### src/hw/rtl/wpc_pkg.sv
package wpc_pkg;

  localparam int CORDIC_STEPS   = 13;
  localparam int ITER_W         = 4;

  localparam logic signed [15:0] PI_Q12     = 16'sd12868;
  localparam logic signed [15:0] TWO_PI_Q12 = 16'sd25736;

  // action codes
  localparam logic [1:0] ACT_LOAD = 2'd0;
  localparam logic [1:0] ACT_STEP = 2'd1;
  localparam logic [1:0] ACT_SET  = 2'd2;

  // configuration register indexes
  localparam logic [2:0] REG_LINEAR_GAIN       = 3'd0;
  localparam logic [2:0] REG_ANGULAR_GAIN      = 3'd1;
  localparam logic [2:0] REG_MAX_HEADING_ERROR = 3'd2;
  localparam logic [2:0] REG_MAX_LINEAR_SPEED  = 3'd3;
  localparam logic [2:0] REG_MAX_ANGULAR_SPEED = 3'd4;
  localparam logic [2:0] REG_REACH_DISTANCE    = 3'd5;
  localparam logic [2:0] REG_PLAN_LENGTH       = 3'd6;

  typedef struct packed {
    logic [1:0]         action;
    logic [7:0]         entry_index;
    logic signed [15:0] waypoint_x;
    logic signed [15:0] waypoint_y;
  } wpc_in_t;

  typedef struct packed {
    logic signed [15:0] linear_speed;
    logic signed [15:0] angular_speed;
    logic               plan_done;
    logic               waypoint_reached;
    logic [8:0]         waypoint_index;
  } wpc_out_t;

  typedef struct packed {
    logic [15:0] linear_gain;
    logic [15:0] angular_gain;
    logic [13:0] max_heading_error;
    logic [14:0] max_linear_speed;
    logic [14:0] max_angular_speed;
    logic [14:0] reach_distance;
    logic [8:0]  plan_length;
  } wpc_cfg_t;

  typedef enum logic [2:0] {
    MUL_NONE,
    MUL_WX,
    MUL_WY,
    MUL_RR,
    MUL_LIN,
    MUL_ANG
  } mul_op_t;

  typedef struct packed {
    logic              load_item;
    logic              mem_write;
    logic              set_index;
    logic              rd_goal;
    logic              cap_point;
    logic              cordic_init;
    logic              cordic_iter;
    logic [ITER_W-1:0] iter;
    logic              norm;
    mul_op_t           mul_op;
    logic              finish;
  } wpc_cmd_t;

  typedef struct packed {
    logic [1:0] action;
    logic       entry_ok;
    logic       plan_done;
  } wpc_sts_t;

  // round(atan(2^-i) * 4096)
  function automatic logic [11:0] atan_q12(input logic [ITER_W-1:0] i);
    logic [11:0] a;
    case (i)
      4'd0:    a = 12'd3217;
      4'd1:    a = 12'd1899;
      4'd2:    a = 12'd1003;
      4'd3:    a = 12'd509;
      4'd4:    a = 12'd256;
      4'd5:    a = 12'd128;
      4'd6:    a = 12'd64;
      4'd7:    a = 12'd32;
      4'd8:    a = 12'd16;
      4'd9:    a = 12'd8;
      4'd10:   a = 12'd4;
      4'd11:   a = 12'd2;
      4'd12:   a = 12'd1;
      default: a = 12'd0;
    endcase
    return a;
  endfunction

endpackage

### src/hw/rtl/wpc_cfg_regs.sv
module wpc_cfg_regs (
  input  logic             clk,
  input  logic             rst_n,
  input  logic             cfg_we,
  input  logic [2:0]       cfg_index,
  input  logic [15:0]      cfg_wdata,
  output wpc_pkg::wpc_cfg_t cfg
);
  import wpc_pkg::*;

  wpc_cfg_t cfg_r;

  always_ff @(posedge clk) begin
    if (!rst_n) begin
      cfg_r.linear_gain       <= 16'd256;
      cfg_r.angular_gain      <= 16'd256;
      cfg_r.max_heading_error <= 14'd2048;
      cfg_r.max_linear_speed  <= 15'd51;
      cfg_r.max_angular_speed <= 15'd256;
      cfg_r.reach_distance    <= 15'd26;
      cfg_r.plan_length       <= 9'd0;
    end else if (cfg_we) begin
      case (cfg_index)
        REG_LINEAR_GAIN:       cfg_r.linear_gain       <= cfg_wdata;
        REG_ANGULAR_GAIN:      cfg_r.angular_gain      <= cfg_wdata;
        REG_MAX_HEADING_ERROR: cfg_r.max_heading_error <= cfg_wdata[13:0];
        REG_MAX_LINEAR_SPEED:  cfg_r.max_linear_speed  <= cfg_wdata[14:0];
        REG_MAX_ANGULAR_SPEED: cfg_r.max_angular_speed <= cfg_wdata[14:0];
        REG_REACH_DISTANCE:    cfg_r.reach_distance    <= cfg_wdata[14:0];
        REG_PLAN_LENGTH:       cfg_r.plan_length       <= cfg_wdata[8:0];
        default: ;
      endcase
    end
  end

  assign cfg = cfg_r;

endmodule

### config.mk
export PLATFORM = sky130hd
export DESIGN_NAME = wpc_cfg_regs
export DESIGN_NICKNAME = d
export VERILOG_FILES = /design/src/hw/rtl/wpc_pkg.sv /design/src/hw/rtl/wpc_cfg_regs.sv
export SDC_FILE = /design/constraint.sdc
export NUM_CORES = 1
export LEC_CHECK = 0
export BUFFER_PORTS_ARGS = -buffer_cell sky130_fd_sc_hd__buf_2
export CAP_MARGIN = 20
export CORE_AREA = 2 2 126 128
export CTS_BUF_LIST = sky130_fd_sc_hd__clkbuf_2 sky130_fd_sc_hd__clkbuf_4 sky130_fd_sc_hd__clkbuf_8
export DETAILED_ROUTE_END_ITERATION = 16
export DIE_AREA = 0 0 128 130
export PLACE_DENSITY = 0.47
export SLEW_MARGIN = 30
export SYNTH_ARGS = -nofsm -noshare
export SYNTH_HDL_FRONTEND = slang
export SYNTH_SLANG_ARGS = --single-unit
### constraint.sdc
create_clock -name clk -period 1.1 [get_ports clk]
set_clock_uncertainty 0.05 [all_clocks]
set_input_delay 0.055 -clock clk [delete_from_list [all_inputs] [get_ports clk]]
set_output_delay 0.055 -clock clk [all_outputs]
set_load 0.05 [all_outputs]
==> run summary <==
Status: finished clean
Crit Reg-Reg Startpoint: cfg[39]$_SDFFE_PN1P_
Reg-to-reg endpoint: cfg[39]$_SDFFE_PN1P_
DR DRC count: 0
RSZ-0062 raised after global routing: false
ANT cells: 0
Crit path max fanout: 2
Grt total ovfl: 0
CTS root buffer: clkbuf_8
Crit end category: output port
Clock sinks: 100
Final setup vio count: 0
Largest net degree at the start of global routing: 36
Max Cap Violations: 0
Pwr Total: 7.09 mW
Max FFs per register: 100
First-pass iteration count of the detailed router: 4
Initial antenna violation count: 0
Vias in the first global route: 2925
Final Net Count: 516
Slew @ Worst Pin: 0.460 ns
Total number of vias: 2945
Synth Net Count: 380
Worst hold start: cfg_wdata[14]
Die height: 130 um
Antenna viol nets, final: 0
Worst-case vdd ir drop: 0.439 mV
CP arrival: 0.95 ns
Postcts setup bufs: 0
Post-DP HPWL: 7970 um
Count of pins over their slew limit: 0
Synth warnings: 0
Gr usage total: 13.8%
Required time worst endpoint: 1.00 ns
WS Path Type: flip-flop to output port
I/O Buffers: 121
CP peak stage delay: 0.36 ns
Setup TNS: 0 ns
Core box area: 15400 um2
R2R Setup Slk: 0.39 ns
Vias per inst: 4.26
Die X: 128 um
Worst path bufs/invs: 1
Worst hold path class: primary input to flip-flop
Clock-pin slew on the worst setup and hold paths: 0.10 ns
# IOs: 122
Leak: 2.64 nW
Sequential share of the synthesized area: 53.7%
Hold Vio Cnt, Final: 0
Final worst-path cycle share: 96.0%
Avg Inst Size Synth: 10.4 um2
PD cells: 1350 nW/um2
Cells after synthesis: 358
Initial Util: 24.1%
Top cell family by delay on the critical path: flip-flops
CP startpoint kind: flip-flop
Cell row count: 46
Min Tclk post-route: 1.06 ns
CTS Buf Count: 9
Hold Path Sink: cfg[38]$_SDFFE_PN0P_
Commonest non-fill, non-tap cell in the layout: buf_4
Fmax: 947 MHz
First-pass GRT wire length: 16800 um
Layout cells sized above 1: 32.3%
Wire per inst: 16.5 um
Clock buffer depth: 2
Reg2Reg Depth: 2
CTS tree: built
Most frequent cells in the layout: buf_4, nand2_1, mux2i_1, dfxtp_1, buf_2
Die area: 16600 um2
Area delta synth->final: 40.8%
H-tree lvl count: 3
Synthesized area: 3720 um2
Final wirelength: 11400 um
GP Congestion: 0.761
#FFs+latches synth: 100
DRT iter0 DRCs: 90
Worst skew pair latency: 0.36 ns
Crit-path cells: buf_4
Worst Hold Depth: 3
Synth unique cells: 13
Max-slew headroom: 69.3%
Crit-path slowest cell: dfxtp_1
## cell type report
cell class | instances | area [um2]
clock buffer | 12 | 153
fill | 1615 | 10200
multi-input combinational | 232 | 1620
clock inverter | 4 | 48.8
sequential | 100 | 2000
tap | 192 | 240
timing repair buffer | 151 | 1180
## what timing repair did
| item | in CTS | in global routing |
|---|---|---|
| endpoints found under the hold margin | 13 | 0 |
| endpoints found under the setup margin | 94 | 11 |
| resized for setup | 94 | 11 |
| hold buffers | 8 | 0 |
## report_power, final
part	internal, mW	leakage (nW)	switching, mW
combinational	0.309	1.72	0.596
sequential	3.70	0.810	0.0451
clock	1.16	0.107	1.28
## worst max-delay path by stage
stage,start,end,slack [ns],cells past startpoint
3_5_place_dp,cfg_index[0],cfg[89]$_SDFFE_PN0P_,-0.17,3
6_report,cfg[67]$_SDFFE_PN0P_,cfg[67],0.04,1
2_1_floorplan,cfg_we,cfg[91]$_SDFFE_PN0P_,-0.06,5
5_1_grt,cfg[93]$_SDFFE_PN0P_,cfg[93],0.0002,1
3_3_place_gp,cfg_index[0],cfg[89]$_SDFFE_PN0P_,-0.15,3
4_1_cts,cfg[4]$_SDFFE_PN0P_,cfg[4],0.0009,1
## synthesized netlist by cell type (all sizes together)
library cell	count	area [um2]
nor2b	18	113
or4b	1	10.0
mux2i	100	1000
nand4bb	2	22.5
clkbuf	15	56.3
nand4b	3	26.3
buf	11	70.1
and4b	1	10.0
nand2	105	394
nor4bb	2	20.0
dfxtp	100	2000
## stage by stage
stage | cell area (um2) | setup WS (ns) | hold slack [ns] | instances | util [%]
after global routing | 5240 | 0.000156 | 0.0449 | 691 | 34.0
after detailed placement | 4690 | -0.173 | 0.299 | 667 | 30.4
after CTS | 5210 | 0.000880 | 0.00886 | 691 | 33.8
after global placement | 4690 | -0.150 | 0.283 | 667 | 30.4
after floorplan | 3740 | -0.0605 | 0.166 | 358 | -
final | 5240 | 0.0445 | 0.0312 | 691 | 34.0
## routing by layer
metal	vias to the layer above	GRT usage [%]	share of wire, %
met3	15	3.85	5.5
met4	0	5.88	1.7
met1	1402	16.9	46
met5	-	0	0
li1	1457	-	-
met2	71	22.9	47
## logic make-up (layout without fill, tap and decap cells)
logic type,Yosys count,after routing,synth area share (%)
multiplexers,100,100,26.9
flip-flops,100,100,53.7
buffers and inverters,26,167,3.39
AND/OR/NAND/NOR,132,132,16.0
Power figures use the tool's default switching activity.
