===== config.mk =====
export PLATFORM = sky130hd
export DESIGN_NAME = wpc_ctrl
export DESIGN_NICKNAME = d
export VERILOG_FILES = /design/src/hw/rtl/wpc_pkg.sv /design/src/hw/rtl/wpc_ctrl.sv
export SDC_FILE = /design/constraint.sdc
export NUM_CORES = 1
export LEC_CHECK = 0
export BUFFER_PORTS_ARGS = -buffer_cell sky130_fd_sc_hd__buf_4
export CORE_UTILIZATION = 27
export DETAILED_ROUTE_END_ITERATION = 10
export PLACE_DENSITY = 0.47
export SLEW_MARGIN = 5
export SYNTH_ARGS = -nofsm -noshare
export SYNTH_HDL_FRONTEND = slang
export SYNTH_SLANG_ARGS = --single-unit
export TNS_END_PERCENT = 30

===== constraint.sdc =====
create_clock -name clk -period 1.7 [get_ports clk]
set_input_delay 0.17 -clock clk [delete_from_list [all_inputs] [get_ports clk]]
set_output_delay 0.17 -clock clk [all_outputs]
set_load 0.05 [all_outputs]

===== src/hw/rtl/wpc_pkg.sv =====
package wpc_pkg;

  localparam int CORDIC_STEPS   = 13;
  localparam int ITER_W         = 4;

  localparam logic signed [15:0] PI_Q12     = 16'sd12868;
  localparam logic signed [15:0] TWO_PI_Q12 = 16'sd25736;

  // action codes
  localparam logic [1:0] ACT_LOAD = 2'd0;
  localparam logic [1:0] ACT_STEP = 2'd1;
  localparam logic [1:0] ACT_SET  = 2'd2;

  // configuration register indexes
  localparam logic [2:0] REG_LINEAR_GAIN       = 3'd0;
  localparam logic [2:0] REG_ANGULAR_GAIN      = 3'd1;
  localparam logic [2:0] REG_MAX_HEADING_ERROR = 3'd2;
  localparam logic [2:0] REG_MAX_LINEAR_SPEED  = 3'd3;
  localparam logic [2:0] REG_MAX_ANGULAR_SPEED = 3'd4;
  localparam logic [2:0] REG_REACH_DISTANCE    = 3'd5;
  localparam logic [2:0] REG_PLAN_LENGTH       = 3'd6;

  typedef struct packed {
    logic [1:0]         action;
    logic [7:0]         entry_index;
    logic signed [15:0] waypoint_x;
    logic signed [15:0] waypoint_y;
  } wpc_in_t;

  typedef struct packed {
    logic signed [15:0] linear_speed;
    logic signed [15:0] angular_speed;
    logic               plan_done;
    logic               waypoint_reached;
    logic [8:0]         waypoint_index;
  } wpc_out_t;

  typedef struct packed {
    logic [15:0] linear_gain;
    logic [15:0] angular_gain;
    logic [13:0] max_heading_error;
    logic [14:0] max_linear_speed;
    logic [14:0] max_angular_speed;
    logic [14:0] reach_distance;
    logic [8:0]  plan_length;
  } wpc_cfg_t;

  typedef enum logic [2:0] {
    MUL_NONE,
    MUL_WX,
    MUL_WY,
    MUL_RR,
    MUL_LIN,
    MUL_ANG
  } mul_op_t;

  typedef struct packed {
    logic              load_item;
    logic              mem_write;
    logic              set_index;
    logic              rd_goal;
    logic              cap_point;
    logic              cordic_init;
    logic              cordic_iter;
    logic [ITER_W-1:0] iter;
    logic              norm;
    mul_op_t           mul_op;
    logic              finish;
  } wpc_cmd_t;

  typedef struct packed {
    logic [1:0] action;
    logic       entry_ok;
    logic       plan_done;
  } wpc_sts_t;

  // round(atan(2^-i) * 4096)
  function automatic logic [11:0] atan_q12(input logic [ITER_W-1:0] i);
    logic [11:0] a;
    case (i)
      4'd0:    a = 12'd3217;
      4'd1:    a = 12'd1899;
      4'd2:    a = 12'd1003;
      4'd3:    a = 12'd509;
      4'd4:    a = 12'd256;
      4'd5:    a = 12'd128;
      4'd6:    a = 12'd64;
      4'd7:    a = 12'd32;
      4'd8:    a = 12'd16;
      4'd9:    a = 12'd8;
      4'd10:   a = 12'd4;
      4'd11:   a = 12'd2;
      4'd12:   a = 12'd1;
      default: a = 12'd0;
    endcase
    return a;
  endfunction

endpackage


===== src/hw/rtl/wpc_ctrl.sv =====
module wpc_ctrl (
  input  logic              clk,
  input  logic              rst_n,
  input  logic              in_valid,
  output logic              in_stall,
  output logic              out_valid,
  input  logic              out_stall,
  input  wpc_pkg::wpc_sts_t sts,
  output wpc_pkg::wpc_cmd_t cmd
);
  import wpc_pkg::*;

  typedef enum logic [3:0] {
    S_IDLE,
    S_DISPATCH,
    S_RD_CUR,
    S_RD_GOAL,
    S_INIT,
    S_CORDIC,
    S_NORM,
    S_M_WX,
    S_M_WY,
    S_M_RR,
    S_M_LIN,
    S_M_ANG,
    S_FINISH
  } state_t;

  localparam logic [ITER_W-1:0] LAST_ITER = ITER_W'(CORDIC_STEPS - 1);

  state_t            state_r, state_nxt;
  logic [ITER_W-1:0] iter_r, iter_nxt;
  logic              out_valid_r, out_valid_nxt;
  logic              slot_free;

  always_comb begin
    state_nxt     = state_r;
    iter_nxt      = iter_r;
    cmd           = '0;
    cmd.mul_op    = MUL_NONE;
    cmd.iter      = iter_r;
    slot_free     = !out_valid_r || !out_stall;
    out_valid_nxt = out_valid_r && out_stall;
    case (state_r)
      S_IDLE: begin
        if (in_valid) begin
          cmd.load_item = 1'b1;
          state_nxt     = S_DISPATCH;
        end
      end
      S_DISPATCH: begin
        case (sts.action)
          ACT_LOAD: begin
            cmd.mem_write = sts.entry_ok;
            state_nxt     = S_IDLE;
          end
          ACT_SET: begin
            cmd.set_index = 1'b1;
            state_nxt     = S_IDLE;
          end
          ACT_STEP: begin
            state_nxt = sts.plan_done ? S_FINISH : S_RD_CUR;
          end
          default: state_nxt = S_IDLE;
        endcase
      end
      S_RD_CUR:  state_nxt = S_RD_GOAL;
      S_RD_GOAL: begin
        // current waypoint is on the read port, goal address goes out
        cmd.rd_goal   = 1'b1;
        cmd.cap_point = 1'b1;
        state_nxt     = S_INIT;
      end
      S_INIT: begin
        cmd.cordic_init = 1'b1;
        iter_nxt        = '0;
        state_nxt       = S_CORDIC;
      end
      S_CORDIC: begin
        cmd.cordic_iter = 1'b1;
        if (iter_r == LAST_ITER) begin
          state_nxt = S_NORM;
        end else begin
          iter_nxt = iter_r + 1'b1;
        end
      end
      S_NORM: begin
        cmd.norm  = 1'b1;
        state_nxt = S_M_WX;
      end
      S_M_WX: begin
        cmd.mul_op = MUL_WX;
        state_nxt  = S_M_WY;
      end
      S_M_WY: begin
        cmd.mul_op = MUL_WY;
        state_nxt  = S_M_RR;
      end
      S_M_RR: begin
        cmd.mul_op = MUL_RR;
        state_nxt  = S_M_LIN;
      end
      S_M_LIN: begin
        cmd.mul_op = MUL_LIN;
        state_nxt  = S_M_ANG;
      end
      S_M_ANG: begin
        cmd.mul_op = MUL_ANG;
        state_nxt  = S_FINISH;
      end
      S_FINISH: begin
        // hold here while the previous word still sits in the output register
        if (slot_free) begin
          cmd.finish    = 1'b1;
          out_valid_nxt = 1'b1;
          state_nxt     = S_IDLE;
        end
      end
      default: state_nxt = S_IDLE;
    endcase
  end

  always_ff @(posedge clk) begin
    if (!rst_n) begin
      state_r     <= S_IDLE;
      iter_r      <= '0;
      out_valid_r <= 1'b0;
    end else begin
      state_r     <= state_nxt;
      iter_r      <= iter_nxt;
      out_valid_r <= out_valid_nxt;
    end
  end

  assign in_stall  = (state_r != S_IDLE);
  assign out_valid = out_valid_r;

endmodule


==> flow_metrics.env, run 1 <==
export IMPL_p_leak_nw=0.4375
export IMPL_fillerInstances=236
export IMPL_place_worst_setup_slack_ps=99.00
export IMPL_cts_setup_buffers=0
export IMPL_antenna_diode_count=0
export IMPL_dieArea_um2=2673
export IMPL_synth_edf_count=0
export IMPL_finClkSkew_ps=1.468
export IMPL_critical_path_arrival_ps=1480
export IMPL_p_sw_mw=0.2306
export IMPL_crit_type="reg2out"
export IMPL_area_growth_pct=47.65
export IMPL_cts_tree="yes"
export IMPL_cp_slowest_cell="dfxtp_2"
export IMPL_overflow=0
export IMPL_vias=705
export IMPL_synth_seq_area_share=0.2702
export IMPL_port_buffers=25
export IMPL_synth_area_leaders="dfxtp_1, nand2b_1, o211a_1"
export IMPL_drive_gt1_frac=0.4248
export IMPL_holdBufCountCts=0
export IMPL_drt_pass1_iter_count=3
export IMPL_worst_path_max_fanout=6
export IMPL_maxCapViolCount=0
export IMPL_p_seq_frac=0.369
export IMPL_rsz0062_at_grt="yes"
export IMPL_total_power_mw=0.6424
export IMPL_rows=17
export IMPL_crit_top_cell="buf_6"
export IMPL_syn_nets=96
export IMPL_max_vdd_ir_drop_v=0.0004797
export IMPL_synth_top_area_frac=0.2702
export IMPL_p_per_area_nw_per_um2=652.3
export IMPL_worstMarginPinSlew_ps=313.0
export IMPL_grt_pass1_vias=667
export IMPL_setup_viol=0
export IMPL_finalHoldViolCount=0
export IMPL_final_max_slew_viol_count=0
export IMPL_place_gp_congestion=0.7232
export IMPL_clk_transition_reported_paths_ps=60
export IMPL_comb_power_share=0.368
export IMPL_cp_required_ps=1530
export IMPL_yosys_register_bits=9
export IMPL_synth_largest_area_cell="dfxtp_1"
export IMPL_clk_path_buf_depth=2
export IMPL_status="finished clean"
export IMPL_boundaryPins=26
export IMPL_die_w_um=51.70
export IMPL_insertion_delay_ps=260
export IMPL_clock_root_buffer="clkbuf_4"
export IMPL_synthCells=86
export IMPL_hpwl_mm=1.282
export IMPL_start_util=0.2930
export IMPL_fin_nets=124
export IMPL_p_int_mw=0.4117
export IMPL_fp_coreArea_um2=2276
export IMPL_r2r_slack_ps=130
export IMPL_critPathTopFamily="simple AND/OR/NAND/NOR gates"
export IMPL_synth_area_um2=666.9
export IMPL_drtIter0Drc=9
export IMPL_hold_worst_slack_ps=161.9
export IMPL_antenna_found_initial=0
export IMPL_cts_buffers=3
export IMPL_synth_flop_cell="dfxtp_1"
export IMPL_cp_num_buf_inv=2
export IMPL_synth_async_sr_flop_share=0
export IMPL_avgViaCountPerCell=5.000
export IMPL_cp_cell_sequence="or2_4, buf_6, nor4b_4, buf_6"
export IMPL_final_antenna_net_count=0
export IMPL_cp_end_kind="output port"
export IMPL_timing_final_crit_share=0.9687
export IMPL_grt_max_degree=12
export IMPL_wl_mm=1.658
export IMPL_setup_ws_ps=53.15
export IMPL_gr_usage_all_layers=0.1494
export IMPL_die_h_um=51.70
export IMPL_min_path_type="in2reg"
export IMPL_drc=0
export IMPL_grt_pass1_wl_mm=2.932
export IMPL_ys_warn_count=0
export IMPL_synth_cell_types=36
export IMPL_cts_sinks=9
export IMPL_p_sw_frac=0.3590
export IMPL_htreeDepth=1
export IMPL_wire_per_inst_um=11.76
export IMPL_cpPeakStageDelay_ps=350
export IMPL_slew_headroom=0.7859
export IMPL_min_period_ps=1647
export IMPL_cp_start_kind="register"
export IMPL_fmax_ghz=0.6072
export IMPL_syn_avg_cell_area_um2=7.755
export IMPL_power_frac_clock=0.263
Yosys cell counts (all sizes together), types with 2 or more instances:
library cell  number
inv                6
dfxtp              9
nand2              5
o21ai              5
and3               2
a211oi             3
nor4               2
clkbuf             3
or3                2
nand2b             6
nand3b             2
nor3               2
and2               2
ha                 2
nor2               5
o211a              3
a21oi              4
buf                5
nor3b              3
final timing paths:
kind	to	cells after the start	start
worst max-delay path	cmd[13]	4	state_r[1]$_SDFFE_PN0P_
worst max register to register	iter_r[3]$_SDFFE_PN0P_	5	iter_r[0]$_SDFFE_PN0P_
worst min-delay path	iter_r[1]$_SDFFE_PN0P_	2	rst_n
worst min register to register	iter_r[0]$_SDFFE_PN0P_	2	iter_r[0]$_SDFFE_PN0P_
metrics by stage:
| stage | utilization | instances | TNS (ps) | cell area, um2 |
|---|---|---|---|---|
| after global placement | 0.4024 | 137 | 0 | 915.9 |
| after CTS | 0.4156 | 141 | 0 | 945.9 |
| final | 0.4327 | 141 | 0 | 984.7 |
| after floorplan | - | 86 | -969.9 | 686.9 |
| after global routing | 0.4327 | 141 | -17.22 | 984.7 |
| after detailed placement | 0.4024 | 137 | 0 | 915.9 |
cell families after synthesis:
group / count (synthesis) / synth area share
compound gates: 22 / 0.2383
xor+xnor: 1 / 0.01314
fa+ha+maj: 2 / 0.03752
buf+inv: 14 / 0.09193
flops: 9 / 0.2702
simple gates: 38 / 0.3490
routing by layer:
metal / wire length [um] / share of wire / track usage / up-vias
li1: - / - / - / 366
met3: 73 / 0.044 / 0.04386 / 2
met5: 0 / 0 / 0 / -
met2: 738 / 0.45 / 0.2251 / 16
met4: 14 / 0.0084 / 0.06757 / 0
met1: 831 / 0.50 / 0.1947 / 321
registers in the layout (all words and copies together), names as in the netlist:
name and cells:
iter_r 4, state_r 4, out_valid 1
power groups by stage:
| stage | sequential (mW) | clock (mW) | combinational [mW] |
|---|---|---|---|
| floorplan | 0.232 | 0 | 0.150 |
| global placement | 0.239 | 0 | 0.215 |
| detailed placement | 0.239 | 0 | 0.216 |
| CTS | 0.235 | 0.180 | 0.217 |
| global route | 0.239 | 0.196 | 0.254 |
| finish | 0.237 | 0.169 | 0.236 |
what timing repair did:
item                       in CTS  in global routing
setup endpoints to repair       5                  6
resized for setup               3                 11
pin swaps                       1                  1
layout by cell type (no fill, tap or decap), types with 2 or more instances in the layout:
cell,n
a211oi_1,3
nand2_1,5
and2_1,2
dfxtp_1,3
buf_4,27
dfxtp_2,6
o211a_1,3
inv_1,6
and3_1,2
buf_6,4
ha_1,2
nand2b_1,6
nor3b_1,2
nor3_1,2
clkbuf_4,3
a21oi_1,4
nand3b_1,2
o21ai_0,4
nor2_1,4
cell type report:
type / count / area [um2] / area share
multi-input combinational: 63 / 465.4 / 0.4727
tap: 28 / 35.03 / 0.03558
sequential: 9 / 187.7 / 0.1906
timing repair buffer: 31 / 247.7 / 0.2516
clock buffer: 4 / 26.28 / 0.02668
inverter: 6 / 22.52 / 0.02287
worst reg2reg max path, stage by stage, from the launching register on:
cell and delay (ps):
dfxtp_2 370, inv_1 50, ha_1 200, and3_1 260
or4_1 480, a21oi_1 150
Power figures use the tool's default switching activity.
==> inputs of run 2 (changes only) <==
==> constraint.sdc (replaced) <==
create_clock -name clk -period 1.7 [get_ports clk]
set_input_delay 0.17 -clock clk [delete_from_list [all_inputs] [get_ports clk]]
set_output_delay 0.17 -clock clk [all_outputs]
set_load 0.01 [all_outputs]
==> run 2 against run 1 <==
Clock skew is 5.8 ps higher; sequential power is 2% lower; fmax is 0.27% higher; critical endpoint is now cmd[15]; critical path depth stayed put; sequential share of layout area is 0.13 points higher; combinational power is 29% lower; first-iteration DRC count is 33% higher; largest cell class unchanged.
==> flow_metrics.env, run 2 (synthesized netlist as in run 1, its figures left out) <==
export IMPL_cts_tree="yes"
export IMPL_rsz0062_at_grt="yes"
export IMPL_layout_common_cells="buf_4, dfxtp_1, inv_1, nand2b_1"
export IMPL_multi_input_area_um2=444.2
export IMPL_final_max_slew_viol_count=0
export IMPL_crit_type="reg2out"
export IMPL_slew_headroom=0.7952
export IMPL_wire_per_inst_um=11.57
export IMPL_busiest_layer="met2"
export IMPL_setup_viol=0
export IMPL_die_w_um=51.70
export IMPL_drtIter0Drc=12
export IMPL_fp_coreArea_um2=2276
export IMPL_wl_mm=1.643
export IMPL_worstMarginPinSlew_ps=299.4
export IMPL_cts_buffers=3
export IMPL_cp_start_kind="register"
export IMPL_clk_path_buf_depth=2
export IMPL_drive_gt1_frac=0.3772
export IMPL_timing_final_crit_share=0.9661
export IMPL_avgViaCountPerCell=5.007
export IMPL_fin_util=0.4184
export IMPL_grt_pass1_wl_mm=2.766
export IMPL_fillerInstances=233
export IMPL_grt_max_degree=12
export IMPL_status="finished clean"
export IMPL_antenna_found_initial=0
export IMPL_maxCapViolCount=0
export IMPL_insertion_delay_ps=270
export IMPL_hpwl_mm=1.245
export IMPL_die_h_um=51.70
export IMPL_critical_path_arrival_ps=1470
export IMPL_cp_required_ps=1530
export IMPL_antenna_diode_count=0
export IMPL_area_growth_pct=42.78
export IMPL_final_antenna_net_count=0
export IMPL_drt_pass1_iter_count=4
export IMPL_place_gp_congestion=0.7075
export IMPL_port_buffers=25
export IMPL_fmax_ghz=0.6089
export IMPL_gr_usage_all_layers=0.1372
export IMPL_grt_use_met3=0.03509
export IMPL_p_per_area_nw_per_um2=600.9
export IMPL_start_util=0.2930
export IMPL_min_period_ps=1642
export IMPL_overflow=0
export IMPL_worst_path_max_fanout=9
export IMPL_p_leak_nw=0.4350
export IMPL_drc=0
export IMPL_dieArea_um2=2673
export IMPL_rows=17
export IMPL_grt_use_met1=0.1823
export IMPL_grt_pass1_vias=656
export IMPL_holdBufCountCts=0
export IMPL_boundaryPins=26
export IMPL_cp_end_kind="output port"
export IMPL_finClkSkew_ps=7.318
export IMPL_final_common_cell="buf_4"
export IMPL_max_vdd_ir_drop_v=0.0003775
export IMPL_cts_sinks=9
export IMPL_min_path_type="in2reg"
export IMPL_seq_area_um2=182.7
export IMPL_finalHoldViolCount=0
export IMPL_fin_nets=125
export IMPL_clk_transition_reported_paths_ps=70
export IMPL_htreeDepth=1
export IMPL_vias=711
export IMPL_hold_worst_slack_ps=153.5
export IMPL_met2_usage=0.2100
export IMPL_clock_root_buffer="clkbuf_4"
-- run 2: changes by cell type in the layout (fill, tap and decap cells not counted) --
cell      previous run  this run
nor4b_2              0         1
nor3b_1              2         3
clkinv_2             0         1
dfxtp_2              6         2
or3_1                1         2
nor2_1               4         5
buf_4               27        32
buf_6                4         0
dfxtp_1              3         7
nor3b_2              1         0
or3_4                1         0
nor2_2               1         0
nor4b_4              1         0
clkbuf_1             1         0
-- run 2: area by class of cell --
| cell class | count | area share |
|---|---|---|
| Tap cell | 28 | 0.03679 |
| Sequential cell | 9 | 0.1919 |
| Clock inverter | 1 | 0.005256 |
| Clock buffer | 3 | 0.02365 |
| Multi-Input combinational cell | 63 | 0.4665 |
| Inverter | 6 | 0.02365 |
| Timing Repair Buffer | 32 | 0.2523 |
-- run 2: power by group --
part	total, mW	switching (mW)	internal, mW
Clock	0.172	0.0849	0.0871
Sequential	0.232	0.0122	0.220
Combinational	0.168	0.0818	0.0863
Total	0.572	0.179	0.393
-- run 2: worst max-delay path, stage by stage, from the launching register on --
cell and delay, ps:
dfxtp_2 360, or2_4 290, or3_1 340, nor2_1 100
buf_4 120
-- run 2: per-layer routing --
metal / part of all wire / up-vias
li1: - / 366
met1: 0.53 / 328
met3: 0.039 / 2
met5: 0 / -
met2: 0.42 / 15
met4: 0.0097 / 0
-- run 2: final timing paths --
| kind | startpoint | to | slack, ps | cells past startpoint |
|---|---|---|---|---|
| worst min-delay path | rst_n | iter_r[1]$_SDFFE_PN0P_ | 150 | 2 |
| worst max-delay path | state_r[3]$_SDFFE_PN0P_ | cmd[15] | 60 | 4 |
| worst min register to register | iter_r[2]$_SDFFE_PN0P_ | iter_r[2]$_SDFFE_PN0P_ | 530 | 1 |
| worst max register to register | iter_r[0]$_SDFFE_PN0P_ | iter_r[3]$_SDFFE_PN0P_ | 160 | 5 |
-- run 2: what timing repair did --
| item | CTS | global route |
|---|---|---|
| setup endpoints to repair | 4 | 2 |
| buffers inserted | 0 | 0 |
| resized for setup | 3 | 3 |
| hold endpoints to repair | 0 | 0 |
-- run 2: metrics by stage --
stage | power (mW) | TNS [ps] | instances | worst slack, ps | instance area, um2
6_report | 0.5721 | 0 | 142 | 57.58 | 952.2
5_1_grt | 0.6038 | -3.774 | 142 | -3.774 | 952.2
4_1_cts | 0.5715 | 0 | 142 | 1.962 | 940.9
3_5_place_dp | 0.3941 | 0 | 138 | 185.0 | 903.4
3_3_place_gp | 0.3960 | 0 | 138 | 224.0 | 903.4
2_1_floorplan | 0.3260 | 0 | 86 | 71.44 | 666.9
==> inputs of run 3 (changes only) <==
--- a/config.mk
+++ b/config.mk
@@ -8,6 +8,7 @@
 export BUFFER_PORTS_ARGS = -buffer_cell sky130_fd_sc_hd__buf_4
 export CORE_UTILIZATION = 27
 export DETAILED_ROUTE_END_ITERATION = 10
+export MAX_ROUTING_LAYER = met4
 export PLACE_DENSITY = 0.47
 export SLEW_MARGIN = 5
 export SYNTH_ARGS = -nofsm -noshare
==> run 3 against run 2 <==
Non-clock buffer count unchanged; hold slack about the same; fmax barely moved; sequential cell count stayed put; combinational power is essentially flat; global-route usage up 0.36 points; via count did not move; critical path depth stayed put; clock power about the same; final cell count unchanged; critical endpoint unchanged.
==> flow_metrics.env, run 3 (synthesized netlist as in run 1, its figures left out) <==
export IMPL_min_path_type="in2reg"
export IMPL_wire_per_inst_um=11.57
export IMPL_drtIter0Drc=12
export IMPL_rsz0062_at_grt="yes"
export IMPL_comb_power_share=0.294
export IMPL_cp_slowest_cell="dfxtp_2"
export IMPL_cp_num_buf_inv=1
export IMPL_reg2reg_depth=5
export IMPL_avgViaCountPerCell=5.007
export IMPL_die_w_um=51.70
export IMPL_htreeDepth=1
export IMPL_status="finished clean"
export IMPL_cp_start_kind="register"
export IMPL_critPathTopFamily="simple AND/OR/NAND/NOR gates"
export IMPL_start_util=0.2930
export IMPL_maxCapViolCount=0
export IMPL_fmax_ghz=0.6089
export IMPL_cts_buffers=3
export IMPL_hpwl_mm=1.245
export IMPL_min_to="iter_r[1]$_SDFFE_PN0P_"
export IMPL_wl_mm=1.643
export IMPL_cp_end_kind="output port"
export IMPL_p_per_area_nw_per_um2=600.9
export IMPL_setup_viol=0
export IMPL_holdBufCountCts=0
export IMPL_clock_root_buffer="clkbuf_4"
export IMPL_fin_tns_setup_ps=0
export IMPL_fin_util=0.4184
export IMPL_port_buffers=25
export IMPL_fin_area_um2=952.2
export IMPL_insertion_delay_ps=270
export IMPL_cp_cell_sequence="or2_4, or3_1, nor2_1, buf_4"
export IMPL_p_seq_frac=0.406
export IMPL_finClkSkew_ps=7.318
export IMPL_worstReg2RegStart="iter_r[0]$_SDFFE_PN0P_"
export IMPL_dpl_cell_area_um2=903.4
export IMPL_boundaryPins=26
export IMPL_overflow=0
export IMPL_p_sw_frac=0.3126
export IMPL_final_max_slew_viol_count=0
export IMPL_finalHoldViolCount=0
export IMPL_cts_sinks=9
export IMPL_fin_nets=125
export IMPL_worstMarginPinSlew_ps=299.4
export IMPL_min_period_ps=1642
export IMPL_hold_worst_slack_ps=153.5
export IMPL_drc=0
export IMPL_final_common_cell="buf_4"
export IMPL_power_frac_clock=0.301
export IMPL_holdCritStartpoint="rst_n"
export IMPL_clk_transition_reported_paths_ps=70
export IMPL_drt_pass1_iter_count=4
export IMPL_place_gp_congestion=0.7155
export IMPL_grt_pass1_wl_mm=2.760
export IMPL_grt_max_degree=12
export IMPL_die_h_um=51.70
export IMPL_cpPeakStageDelay_ps=360
export IMPL_timing_final_crit_share=0.9661
export IMPL_area_growth_pct=42.78
export IMPL_clk_path_buf_depth=2
export IMPL_cts_tree="yes"
export IMPL_dieArea_um2=2673
export IMPL_crit_type="reg2out"
export IMPL_gr_usage_all_layers=0.1408
export IMPL_worst_path_max_fanout=9
export IMPL_worstReg2RegEnd="iter_r[3]$_SDFFE_PN0P_"
export IMPL_rows=17
export IMPL_p_sw_mw=0.1789
export IMPL_max_vdd_ir_drop_v=0.0003775
export IMPL_r2r_slack_ps=160
export IMPL_slew_headroom=0.7952
export IMPL_stdcell_count=142
export IMPL_antenna_diode_count=0
export IMPL_drive_gt1_frac=0.3772
export IMPL_vias=711
export IMPL_fillerInstances=233
export IMPL_holdPathStages=2
export IMPL_cp_required_ps=1530
export IMPL_p_leak_nw=0.4350
export IMPL_grt_pass1_vias=657
export IMPL_p_int_mw=0.3933
export IMPL_layout_common_cells="buf_4, dfxtp_1, inv_1, nand2b_1"
export IMPL_antenna_found_initial=0
export IMPL_fp_coreArea_um2=2276
export IMPL_critical_path_arrival_ps=1470
export IMPL_final_antenna_net_count=0
export IMPL_dp_cells=138
## run 3: cell type report
cell class / count / area (um2) / area share
multi-input cells: 63 / 444.2 / 0.4665
well taps: 28 / 35.03 / 0.03679
clock buffers: 3 / 22.52 / 0.02365
flip-flops and latches: 9 / 182.7 / 0.1919
inverters: 6 / 22.52 / 0.02365
repair buffers: 32 / 240.2 / 0.2523
clock inverters: 1 / 5.005 / 0.005256
## run 3: timing repair
| action | 4_1_cts | 5_1_grt |
|---|---|---|
| hold endpoints to repair | 0 | 0 |
| setup endpoints to repair | 4 | 2 |
| resized for setup | 3 | 3 |
| setup buffers | 0 | 0 |
## run 3: worst max path at each step
stage	from	end	slack [ps]	cells after the start
2_1_floorplan	iter_r[0]$_SDFFE_PN0P_	iter_r[3]$_SDFFE_PN0P_	70	6
3_3_place_gp	iter_r[0]$_SDFFE_PN0P_	iter_r[3]$_SDFFE_PN0P_	220	5
3_5_place_dp	iter_r[0]$_SDFFE_PN0P_	iter_r[3]$_SDFFE_PN0P_	180	5
4_1_cts	state_r[3]$_SDFFE_PN0P_	cmd[15]	2	4
5_1_grt	state_r[3]$_SDFFE_PN0P_	cmd[15]	-4	4
6_report	state_r[3]$_SDFFE_PN0P_	cmd[15]	60	4
## run 3: metal layers
metal / wire [um] / GRT usage / share of wire
met1: 866 / 0.1823 / 0.53
met4: 16 / 0.05405 / 0.0097
met3: 61 / 0.03509 / 0.037
met2: 698 / 0.2100 / 0.42
met5: 0 / - / 0
## run 3: power by group through the flow
stage               logic [mW]  registers (mW)  clock network (mW)
finish                   0.168           0.232               0.172
global route             0.186           0.233               0.185
CTS                      0.165           0.231               0.176
detailed placement       0.159           0.235                   0
global placement         0.161           0.236                   0
floorplan               0.0953           0.231                   0
## run 3: stage by stage
stage               setup WS (ps)  power (mW)
floorplan                   71.44      0.3260
global placement            224.0      0.3960
detailed placement          185.0      0.3941
CTS                         1.962      0.5715
global route               -3.772      0.6038
finish                      57.56      0.5721
